### src/sv/bfct_pkg.sv
// Shared constants, codes and control types for the best-fit count table.
`timescale 1ns / 1ps

package bfct_pkg;

  // Table depth and min-tree geometry
  localparam int ENTRIES = 64;
  localparam int LVL     = (ENTRIES > 1) ? $clog2(ENTRIES) : 1;
  localparam int LEAVES  = 1 << LVL;
  localparam int MID     = LVL / 2;
  localparam int MIDN    = 1 << MID;

  localparam int KEY_W  = 16;
  localparam int CNT_W  = 16;
  localparam int FUNC_W = 2;
  localparam int STAT_W = 2;
  localparam int NODE_W = KEY_W + 1;

  localparam logic [CNT_W-1:0] CNT_MAX = '1;

  // Operation codes
  localparam logic [FUNC_W-1:0] OP_ADD    = 2'd0;
  localparam logic [FUNC_W-1:0] OP_GET    = 2'd1;
  localparam logic [FUNC_W-1:0] OP_SELECT = 2'd2;

  // Status codes
  localparam logic [STAT_W-1:0] ST_OK   = 2'd0;
  localparam logic [STAT_W-1:0] ST_NONE = 2'd1;
  localparam logic [STAT_W-1:0] ST_FULL = 2'd2;

  // Controller to datapath commands
  typedef struct packed {
    logic load;
    logic cmp_en;
    logic min_en;
    logic commit;
  } bfct_cmd_t;

endpackage

### src/sv/bfct_ctrl.sv
// Sequencing state machine and output valid control for the best-fit count table.
`timescale 1ns / 1ps

module bfct_ctrl (
  input  logic              clk_i,
  input  logic              rst_ni,
  input  logic              s_tvalid_i,
  input  logic              m_tready_i,
  output logic              s_tready_o,
  output logic              m_tvalid_o,
  output bfct_pkg::bfct_cmd_t cmd_o
);

  localparam logic [1:0] S_IDLE = 2'd0;
  localparam logic [1:0] S_CMP  = 2'd1;
  localparam logic [1:0] S_MIN  = 2'd2;
  localparam logic [1:0] S_UPD  = 2'd3;

  logic [1:0] state_q, state_d;
  logic       out_valid_q, out_valid_d;
  logic       commit;

  // Commit only once the output register is free or being drained
  assign commit = (state_q == S_UPD) && (!out_valid_q || m_tready_i);

  always_comb begin
    state_d = state_q;
    case (state_q)
      S_IDLE: begin
        if (s_tvalid_i) begin
          state_d = S_CMP;
        end
      end
      S_CMP:   state_d = S_MIN;
      S_MIN:   state_d = S_UPD;
      S_UPD: begin
        if (commit) begin
          state_d = S_IDLE;
        end
      end
      default: state_d = S_IDLE;
    endcase
  end

  always_comb begin
    out_valid_d = out_valid_q;
    if (commit) begin
      out_valid_d = 1'b1;
    end else if (m_tready_i) begin
      out_valid_d = 1'b0;
    end
  end

  always_ff @(posedge clk_i or negedge rst_ni) begin
    if (!rst_ni) begin
      state_q     <= S_IDLE;
      out_valid_q <= 1'b0;
    end else begin
      state_q     <= state_d;
      out_valid_q <= out_valid_d;
    end
  end

  assign s_tready_o    = (state_q == S_IDLE);
  assign m_tvalid_o    = out_valid_q;
  assign cmd_o.load    = (state_q == S_IDLE) && s_tvalid_i;
  assign cmd_o.cmp_en  = (state_q == S_CMP);
  assign cmd_o.min_en  = (state_q == S_MIN);
  assign cmd_o.commit  = commit;

endmodule

### config.mk
export PLATFORM = sky130hd
export DESIGN_NAME = bfct_ctrl
export DESIGN_NICKNAME = d
export VERILOG_FILES = /design/src/sv/bfct_pkg.sv /design/src/sv/bfct_ctrl.sv
export SDC_FILE = /design/constraint.sdc
export NUM_CORES = 1
export LEC_CHECK = 0
export ABC_AREA = 1
export BUFFER_PORTS_ARGS = -buffer_cell sky130_fd_sc_hd__buf_2
export CORE_AREA = 2 2 39 41
export CTS_CLUSTER_DIAMETER = 30
export DETAILED_ROUTE_END_ITERATION = 8
export DIE_AREA = 0 0 41 43
export SLEW_MARGIN = 20
export SYNTH_ARGS = -nofsm -noshare
export SYNTH_HDL_FRONTEND = slang
export SYNTH_SLANG_ARGS = --single-unit
export TNS_END_PERCENT = 50
### constraint.sdc
create_clock -name clk_i -period 1.2 [get_ports clk_i]
set_clock_uncertainty 0.2 [all_clocks]
set_input_delay 0.18 -clock clk_i [delete_from_list [all_inputs] [get_ports clk_i]]
set_output_delay 0.18 -clock clk_i [all_outputs]
set_load 0.05 [all_outputs]
# ---- Yosys cells after proc, flatten, opt, wreduce, memory -nomap -nowiden
# Index checks and enable logic that the tools add are counted.
dict set report totals {
  inputBits 4
  reg_bits 3
  word_cells 19
  out_inout_bits 6
}
dict set report classes {
  reduce_logical 7
  eq_ne 5
  n_mux 5
}
# op n
set ops {}
lappend ops {{case mux 2 bit (4 select lines)} 1}
lappend ops {{== test 2 bit, second input constant} 2}
lappend ops {{2-to-1 mux 2 bit} 2}
lappend ops {{inequality test 2 bit, second input constant} 2}
lappend ops {{== test 2 x 1 -> 1 bit, second input constant} 1}
lappend ops {{logical AND 1 bit} 2}
lappend ops {{logical NOT 2 bit} 1}
lappend ops {{2-to-1 mux 1 bit} 2}
lappend ops {{AND reduction 2 bit} 1}
lappend ops {{nonzero test 2 bit} 1}
lappend ops {{logical NOT 1 bit} 1}
lappend ops {{logical OR 1 bit} 1}

# ---- Longest topological paths before layout
# Gate-level depths: netlist of the first run.
dict set report depth {
  ltp_word 5
  mapped_depth 6
  ltp_nobuf 6
}

# ---- Worst setup path before layout of the first run
# OpenSTA, ideal clock, no wires.
dict set report synth_timing {
  kind {reg2out}
  start {register state_q[0]}
  end {output cmd_o[3] in the netlist's numbering}
  n_path_buf 0
  arrival_ns 1.409
  path_slack_ns -0.589
  t_required_ns 0.820
  path_stages_with_launch 5
  path_cell_list {dfrtp_1 inv_1 ha_1 nand2_1 inv_1}
}
# item line_no
set synth_lines {}
lappend synth_lines {{start, declared} bfct_ctrl.sv:19} ;# logic [1:0] state_q, state_d;
lappend synth_lines {{start signal, assigned} bfct_ctrl.sv:59} ;# state_q <= state_d;
lappend synth_lines {{end, declared} bfct_ctrl.sv:11} ;# output bfct_pkg::bfct_cmd_t cmd_o

==> results summary, run 1 <==
The remaining routing DRC violations came out at 0. Summing every instance area after synthesis gives roughly 230 um^2. The utilization after layout is between 30% and 40%. The slew of the pin with the lowest slew margin is approximately 0.15 ns. The number of nets in the synthesized netlist is 38. The global-route wire length before repair came out at between 800 and 900 um. The die extent in y is roughly 43 um. Prior to clock tree synthesis, the placed netlist has a worst setup slack of -0.150 ns.

The layout-stage area growth over the synthesis result is 102%. The hold violation total from the final report came out at 0. The global-route usage over all layers came out at 7.85%.

The clock input transition at the sequential cells of the worst setup and hold paths is 0.04 ns. The run finished, with violations left. The final reports fail on negative setup slack.

At the worst endpoint, the arrival time is approximately 1.1 ns. The worst-case setup margin in the final layout is -0.308 ns. The type of the most critical hold path is in2reg. The largest buffer count on any clock path came out at 2.

Each instance of the synthesized netlist takes up on average about 7.7 um^2. For this run, the detailed router's first-pass iteration total came to 1. After layout, the minimum clock period comes to about 1.5 ns. The number of global-route vias before repair is roughly 240. The width of the die is ~40 um. The number of antenna violations at the first check in global routing is 0. The count of endpoints failing setup in the final report came out at 8. The required time of the critical path came out at 0.82 ns. Measured against its own limit, the worst slew margin works out to about 90%. The CTS tree is yes.

The congestion estimate from routability-driven global placement came to roughly 0.65. The effective utilization at floorplan came out at between 15 and 20%. The final wirelength came out at between 500 and 600 um. The number of nets in the finished design is about 60. The count of cell types in the netlist is 10.

The largest fanout of any net on the critical path is 3. The proportion of layout cells with a drive suffix above 1 came out at roughly two thirds. The cell count after synthesis came out at 30. The number of vias per cell after detailed routing came out at about 3.6. The CTS sink count is 3. The total half-perimeter wirelength after legalization and detailed placement is just over 400 um.

The count of antenna-violating nets left after detailed routing came out at 0. The total of warnings raised by yosys is 0. Row generation in the floorplan step produced 14 rows. The post-detailed-route wirelength per cell came out at 8.32 um. Leaving out fill and tap cells, the most frequent cell in the layout is buf_6.

The achievable clock frequency is 663 MHz. Sequential elements use about 33% of the synthesized area. Counting the fill cells in the layout gives 148. The area of the core is 0.00138 mm^2. The worst setup path is captured at an output port. The share of the clock period used by the worst path after layout came out at 126%. The area enclosed by the die boundary is around 0.0018 mm^2. The number of top-level pins is 10. The number of levels the H-tree was split into came out at 1. In this run, CTS created clock tree buffers numbering 3. The number of diodes added for antenna fixing is 0. Across the run, the number of max-cap violations was 0.

The final-report max-slew violation count came to 0. At the later pin of the worst-skew pair, clock insertion delay measures about 0.23 ns. The number of DRC violations after detailed-routing iteration 0 is 0.

The type of element launching the critical path is a flip-flop. Setup repair after global routing could not meet its margin everywhere. The tree is rooted in a clkbuf_4. The number of storage elements in the synthesis netlist came out at 3.

The aggregate negative setup slack is -1.70 ns. The setup path with the least slack is of type reg2out. For this block, the via count after detailed routing is about 240. The maximum number of pins on one net before global-route repair is 4.

The top cell types in the final layout, fill and taps aside, are buf_6, nand2_1, buf_4. Buffers placed on the I/O ports in this run total 9. Global routing finished with a remaining overflow of 0.
==> flip-flops by register name, summed over array words and instances (netlist names) <==
signal and flops:
state_q 2, m_tvalid_o 1
==> worst paths after layout <==
| path | startpoint | depth (start not counted) | to | slack (ns) |
|---|---|---|---|---|
| max in group asynchronous | rst_ni | 2 | state_q[1] | 0.62 |
| worst max register to register | state_q[1] | 7 | state_q[0] | -0.11 |
| worst max-delay path | state_q[1] | 5 | cmd_o[3] | -0.31 |
| worst min register to register | state_q[1] | 3 | state_q[1] | 0.44 |
| min in group asynchronous | rst_ni | 2 | state_q[0] | 0.08 |
| worst min-delay path | m_tready_i | 4 | m_tvalid_o | 0.05 |
==> through the flow <==
step	area, um^2	hold WS [ns]	std cells
finish	465	0.0527	66
global route	465	0.0695	66
CTS	454	0.0233	66
detailed placement	354	-0.222	60
global placement	354	-0.224	60
floorplan	251	-0.316	30
==> cells in the mapped netlist <==
library cell | instances | area, um^2
nand3_1 | 2 | 10.0
nand2_2 | 2 | 12.5
a21oi_1 | 1 | 5.00
dfrtp_1 | 3 | 75.1
inv_2 | 1 | 3.75
buf_4 | 1 | 7.51
inv_1 | 7 | 26.3
nand2_1 | 8 | 30.0
ha_1 | 4 | 50.1
nand3_2 | 1 | 10.0
==> layer usage <==
layer | GRT usage [%] | part of all wire (%) | vias up
li1 | - | - | 125
met2 | 12.2 | 62 | 5
met5 | 0 | 0 | -
met4 | 10.0 | 0 | 0
met3 | 1.57 | 4.6 | 0
met1 | 6.80 | 34 | 109
==> cell type report <==
class	count	area, um^2	area share (%)
inverter	8	33.8	7.26
multi-input combinational	18	154	33.1
tap	16	20.0	4.30
timing repair buffer	17	156	33.6
clock buffer	4	26.3	5.65
sequential	3	75.1	16.1
==> worst max-delay path, cell delays in order, from the launching register on <==
cell,delay [ns]
dfrtp_1,0.37
inv_2,0.07
ha_4,0.17
nand2_4,0.06
clkinvlp_4,0.08
buf_8,0.15
==> timing repair <==
action,in CTS,in global routing
pin swaps,2,5
setup endpoints to repair,8,9
hold endpoints to repair,3,0
hold buffers,1,0
resized for setup,18,3
setup buffers,1,0
==> cells by family after synthesis <==
group / Yosys count / share of synthesized area (%)
AND/OR/NAND/NOR: 13 / 27.2
buffers and inverters: 9 / 16.3
adder cells (fa/ha/maj): 4 / 21.7
flip-flops: 3 / 32.6
AO/OA/AOI/OAI: 1 / 2.17
Power of run 1 is not shown: default switching activity piles up to over one toggle a cycle in this logic, so the estimate is an artifact.
==> run 2: changes to the inputs <==
--- a/config.mk
+++ b/config.mk
@@ -8,6 +8,7 @@
 export ABC_AREA = 1
 export BUFFER_PORTS_ARGS = -buffer_cell sky130_fd_sc_hd__buf_2
 export CORE_AREA = 2 2 39 41
+export CTS_BUF_LIST = sky130_fd_sc_hd__clkbuf_4 sky130_fd_sc_hd__clkbuf_8
 export CTS_CLUSTER_DIAMETER = 30
 export DETAILED_ROUTE_END_ITERATION = 8
 export DIE_AREA = 0 0 41 43
==> results summary, run 2 (synthesis results as in run 1) <==
The type of the most critical hold path is in2reg (unchanged). The number of top-level pins came out at 10 (unchanged). The number of CTS-inserted buffers came out at 3 (unchanged).

The number of vias per cell after detailed routing came out at 3.62 (unchanged). The max-capacitance violation count came to 0 (unchanged). The most frequent standard cell in the layout excluding fill and tap cells is buf_6 (unchanged). The vias after detailed routing came to 239 (unchanged).

The worst-case register-to-register setup slack is -0.11 ns (about the same). The count of endpoints failing setup in the final report is 8 (unchanged). Commonest cells after routing, fill and taps aside: buf_6, nand2_1, buf_4 (unchanged).

The global-route wire length before repair came to 834 um (unchanged). The source of the worst register-to-register timing path is state_q[1] (unchanged). The largest fanout of any net on the critical path came out at 3 (unchanged). The number of diodes added for antenna fixing came out at 0 (unchanged).

The required time of the critical path came out at 0.82 ns (about the same). The final-report max-slew violation count came out at 0 (unchanged). The number of nets in the finished design is 59 (unchanged). The clock tree root buffer cell is clkbuf_4 (unchanged). The startpoint of the worst hold path is m_tready_i (unchanged). Unrepaired setup endpoints after global routing: yes (unchanged).

The share of the clock period used by the worst path after layout is 126% (about the same). The hold violation total from the final report is 0 (unchanged). The area enclosed by the die boundary was 0.00176 mm^2 (unchanged). The endpoint of the worst-slack reg-to-reg timing path is state_q[0] (unchanged). The final wirelength came out at 550 um (was 549 um). The largest buffer count on any clock path is 2 (unchanged). The slew of the pin with the lowest slew margin is 0.146 ns (about the same).

Violations in the final reports: negative setup slack (unchanged). The achievable clock frequency is 663 MHz (about the same). The instance count along the most critical hold path came to 4 (unchanged).

The layout-stage area growth over the synthesis result came out at 104% (was 102%). The width of the die was 41 um (unchanged). The count of TritonRoute iterations in the first routing pass is 1 (unchanged). The number of I/O port buffers came to 9 (unchanged).

The capture endpoint of the worst hold path is m_tvalid_o (unchanged). The proportion of layout cells with a drive suffix above 1 came out at 68.0% (was 66.0%). The arrival time at the worst endpoint is 1.13 ns (about the same).

The effective utilization at floorplan is 16.6% (unchanged). The type of element launching the critical path is a flip-flop (unchanged). The total half-perimeter wirelength after legalization and detailed placement is 412 um (unchanged). The number of DRC violations after detailed-routing iteration 0 is 0 (unchanged). The number of levels the H-tree was split into is 1 (unchanged).

The maximum number of pins on one net before global-route repair was 4 (unchanged). The aggregate negative setup slack was -1.71 ns (was -1.70 ns). The minimum clock period after layout was 1.51 ns (about the same). Run status: complete, but fails checks (unchanged).

The worst-case setup margin in the final layout came out at -0.309 ns (was -0.308 ns). The remaining routing DRC violations is 0 (unchanged). The post-detailed-route wirelength per cell is 8.33 um (was 8.32 um). The critical setup path kind is reg2out (unchanged). The site row count was 14 (unchanged). The remaining global-route overflow came out at 0 (unchanged). The critical path capture point type is an output port (unchanged).

The worst slew slack as a fraction of its limit is 90.4% (unchanged). The number of global-route vias before repair came out at 242 (unchanged). The cell depth of the worst flop-to-flop path is 7 (unchanged). The number of flip-flops in the largest register came out at 2 (unchanged). The die extent in y is 43 um (unchanged). The count of fill cells added during filler insertion is 149 (was 148). The number of antenna violations at the first check in global routing came out at 0 (unchanged). The area of the core came out at 0.00138 mm^2 (unchanged). The register bank with the most flops is state_q (unchanged).

The CTS sink count was 3 (unchanged). The clock input transition at the sequential cells of the worst setup and hold paths came out at 0.04 ns (about the same). The count of antenna-violating nets left after detailed routing is 0 (unchanged).

The latest clock arrival within the worst-skew pair was 0.23 ns (about the same). The global-route usage over all layers was 7.85% (unchanged). The CTS tree is yes (unchanged).

The placer congestion estimate is 0.654 (unchanged).
run 2: cell counts in the layout (fill, tap and decap cells not counted):
No cell type changed its count.
run 2: repair_timing:
item | CTS | global route
hold buffers | 1 | 0
gates resized for setup | 18 | 3
pin swaps | 2 | 3
endpoints found under the setup margin | 8 | 9
hold endpoints to repair | 3 | 0
buffers inserted | 1 | 0
run 2: metrics by stage:
step	area, um^2	instances	hold slack (ns)	utilization [%]	setup slack, ns
3_5_place_dp	354	60	-0.222	25.6	-0.150
6_report	469	66	0.0517	33.9	-0.309
5_1_grt	469	66	0.0697	33.9	-0.389
2_1_floorplan	251	30	-0.316	-	-0.188
3_3_place_gp	354	60	-0.224	25.6	-0.141
4_1_cts	458	66	0.0208	33.1	-0.325
run 2: worst max-delay path by stage:
stage               endpoint  slack (ns)  startpoint
finish              cmd_o[3]       -0.31  state_q[1]
global route        cmd_o[3]       -0.39  state_q[0]
CTS                 cmd_o[3]       -0.32  state_q[1]
detailed placement  cmd_o[3]       -0.15  state_q[1]
global placement    cmd_o[3]       -0.14  state_q[1]
floorplan           cmd_o[3]       -0.19  state_q[1]
run 2: layer usage:
metal	up-vias	track usage (%)	share of wire, %
met3	0	1.57	4.5
met5	-	0	0
met1	109	6.80	33
met2	5	12.2	62
li1	125	-	-
met4	0	10.0	0
run 2: critical path, cell delays in order, from the launching register on:
cell and delay, ns:
dfrtp_1 0.38, inv_2 0.07, ha_4 0.17, nand2_4 0.06, clkinvlp_4 0.08, buf_8 0.15
run 2: layout make-up:
cell class / instances / area (um^2) / area share [%]
inverter: 8 / 33.8 / 7.20
tap: 16 / 20.0 / 4.27
sequential: 3 / 75.1 / 16.0
timing repair buffer: 17 / 156 / 33.3
clock buffer: 4 / 30.0 / 6.40
multi-input combinational: 18 / 154 / 32.8
Power of run 2 is left out for the same reason.
==> run 3: changes to the inputs <==
--- a/config.mk
+++ b/config.mk
@@ -7,11 +7,14 @@
 export LEC_CHECK = 0
 export ABC_AREA = 1
 export BUFFER_PORTS_ARGS = -buffer_cell sky130_fd_sc_hd__buf_2
+export CELL_PAD_IN_SITES_DETAIL_PLACEMENT = 1
+export CELL_PAD_IN_SITES_GLOBAL_PLACEMENT = 1
 export CORE_AREA = 2 2 39 41
 export CTS_BUF_LIST = sky130_fd_sc_hd__clkbuf_4 sky130_fd_sc_hd__clkbuf_8
 export CTS_CLUSTER_DIAMETER = 30
 export DETAILED_ROUTE_END_ITERATION = 8
 export DIE_AREA = 0 0 41 43
+export PLACE_DENSITY_LB_ADDON = 0.1
 export SLEW_MARGIN = 20
 export SYNTH_ARGS = -nofsm -noshare
 export SYNTH_HDL_FRONTEND = slang
==> results summary, run 3 (synthesis results as in run 1) <==
The number of diodes added for antenna fixing is 0 (unchanged). The share of the clock period used by the worst path after layout is 129% (was 126%). The critical setup path kind is reg2out (unchanged). The final-report max-slew violation count is 0 (unchanged). The post-detailed-route wirelength per cell came to 9.44 um (was 8.33 um).

The register bank with the most flops is state_q (unchanged). The number of nets in the finished design is 61 (was 59). The remaining global-route overflow was 0 (unchanged). The remaining routing DRC violations came out at 0 (unchanged).

The worst-case setup margin in the final layout is -0.344 ns (was -0.309 ns). The number of global-route vias before repair is 260 (was 242). The area enclosed by the die boundary is 0.00176 mm^2 (unchanged). The minimum clock period after layout came out at 1.54 ns (was 1.51 ns).

Unrepaired setup endpoints after global routing: yes (unchanged). The effective utilization at floorplan was 16.6% (unchanged). The critical path capture point type is an output port (unchanged).

The die extent in y came out at 43 um (unchanged). The slew of the pin with the lowest slew margin came out at 0.148 ns (was 0.146 ns). The largest buffer count on any clock path came to 2 (unchanged).

The number of top-level pins is 10 (unchanged). The max-capacitance violation count came out at 0 (unchanged). The type of element launching the critical path is a flip-flop (unchanged). The CTS sink count is 3 (unchanged).

The count of antenna-violating nets left after detailed routing came out at 0 (unchanged). The placer congestion estimate is 0.608 (was 0.654). The required time of the critical path is 0.82 ns (about the same).

The worst slew slack as a fraction of its limit is 90.1% (was 90.4%). The hold violation total from the final report is 0 (unchanged). The latest clock arrival within the worst-skew pair is 0.23 ns (about the same). The number of CTS-inserted buffers came out at 3 (unchanged). The width of the die was 41 um (unchanged). The layout-stage area growth over the synthesis result is 133% (was 104%). The worst setup slack before clock tree synthesis came out at -0.248 ns (was -0.150 ns). The area of the core was 0.00138 mm^2 (unchanged). The number of antenna violations at the first check in global routing came out at 0 (unchanged). The type of the most critical hold path was in2async (was in2reg). The achievable clock frequency came to 648 MHz (was 663 MHz). The number of levels the H-tree was split into was 1 (unchanged). The maximum number of pins on one net before global-route repair was 5 (was 4). The global-route usage over all layers was 8.45% (was 7.85%). The number of DRC violations after detailed-routing iteration 0 came out at 2 (was 0).

The vias after detailed routing came out at 256 (was 239). The global-route wire length before repair came out at 966 um (was 834 um). The number of I/O port buffers is 9 (unchanged). The final hold slack came to 0.0664 ns (was 0.0517 ns).

The clock tree root buffer cell is clkbuf_4 (unchanged). The final wirelength is 642 um (was 550 um). The CTS tree is yes (unchanged). The site row count came out at 14 (unchanged). The largest fanout of any net on the critical path is 4 (was 3). Run status: complete, but fails checks (unchanged). The arrival time at the worst endpoint is 1.16 ns (was 1.13 ns). The aggregate negative setup slack was -1.92 ns (was -1.71 ns). The proportion of layout cells with a drive suffix above 1 came out at 73.1% (was 68.0%). The number of standard cells in the final layout excluding fillers came to 68 (was 66). The count of fill cells added during filler insertion is 156 (was 149). The number of placed instances, taps included is 59 (was 60). Commonest cells after routing, fill and taps aside: nand2_1, buf_4, buf_6 (was buf_6, nand2_1, buf_4). The number of flip-flops in the largest register came out at 2 (unchanged).

The number of vias per cell after detailed routing is 3.76 (was 3.62). The count of endpoints failing setup in the final report came out at 9 (was 8). Violations in the final reports: negative setup slack (unchanged). The clock input transition at the sequential cells of the worst setup and hold paths came to 0.04 ns (about the same). The count of TritonRoute iterations in the first routing pass is 2 (was 1).
==> run 3: changes by cell type in the layout (fill, tap and decap cells not counted), moves of 2 or more <==
cell     previous run  this run
ha_2                2         0
inv_2               4         1
ha_4                1         4
dfrtp_1             3         1
buf_8               1         3
buf_6               7         5
dfrtp_2             0         2
inv_4               0         3
==> run 3: area by class of cell <==
class	count	area [um^2]	share of cell area (%)
inverter	8	41.3	7.69
clock buffer	4	30.0	5.59
multi-input combinational	18	186	34.7
tap	16	20.0	3.73
sequential	3	77.6	14.5
timing repair buffer	19	181	33.8
==> run 3: path summary, 6_finish.rpt <==
kind | startpoint | end | slack, ns | cells after the start
worst max-delay path | state_q[1] | cmd_o[3] | -0.34 | 5
worst min-delay path | rst_ni | state_q[1] | 0.07 | 2
worst max register to register | state_q[1] | state_q[0] | -0.12 | 7
worst min register to register | state_q[0] | state_q[0] | 0.37 | 2
max in group asynchronous | rst_ni | state_q[0] | 0.62 | 2
min in group clk_i | m_tready_i | state_q[0] | 0.12 | 5
==> run 3: worst max-delay path, cell delays in order (launching register included) <==
cell and delay (ns):
dfrtp_2 0.43, inv_4 0.05, ha_4 0.17, nand2_4 0.06, clkinvlp_4 0.08, buf_8 0.15
==> run 3: what timing repair did <==
item / in CTS / in global routing
hold buffers: 2 / 0
pin swaps: 2 / 3
endpoints found under the hold margin: 4 / 0
setup endpoints to repair: 9 / 9
resized for setup: 23 / 9
buffers inserted: 1 / 2
==> run 3: metrics by stage <==
| stage | util (%) | cell area (um^2) |
|---|---|---|
| final | 38.8 | 537 |
| after global routing | 38.8 | 537 |
| after CTS | 35.5 | 492 |
| after detailed placement | 25.0 | 347 |
| after global placement | 25.0 | 347 |
| after floorplan | - | 251 |
==> run 3: per-layer routing <==
metal	track usage (%)	vias up	wire, um	share of wire [%]
met4	8.00	0	0	0
met3	1.57	0	29	4.5
met5	0	-	0	0
met2	12.8	7	375	58
li1	-	130	-	-
met1	9.06	119	236	37
Power of run 3 is left out for the same reason.
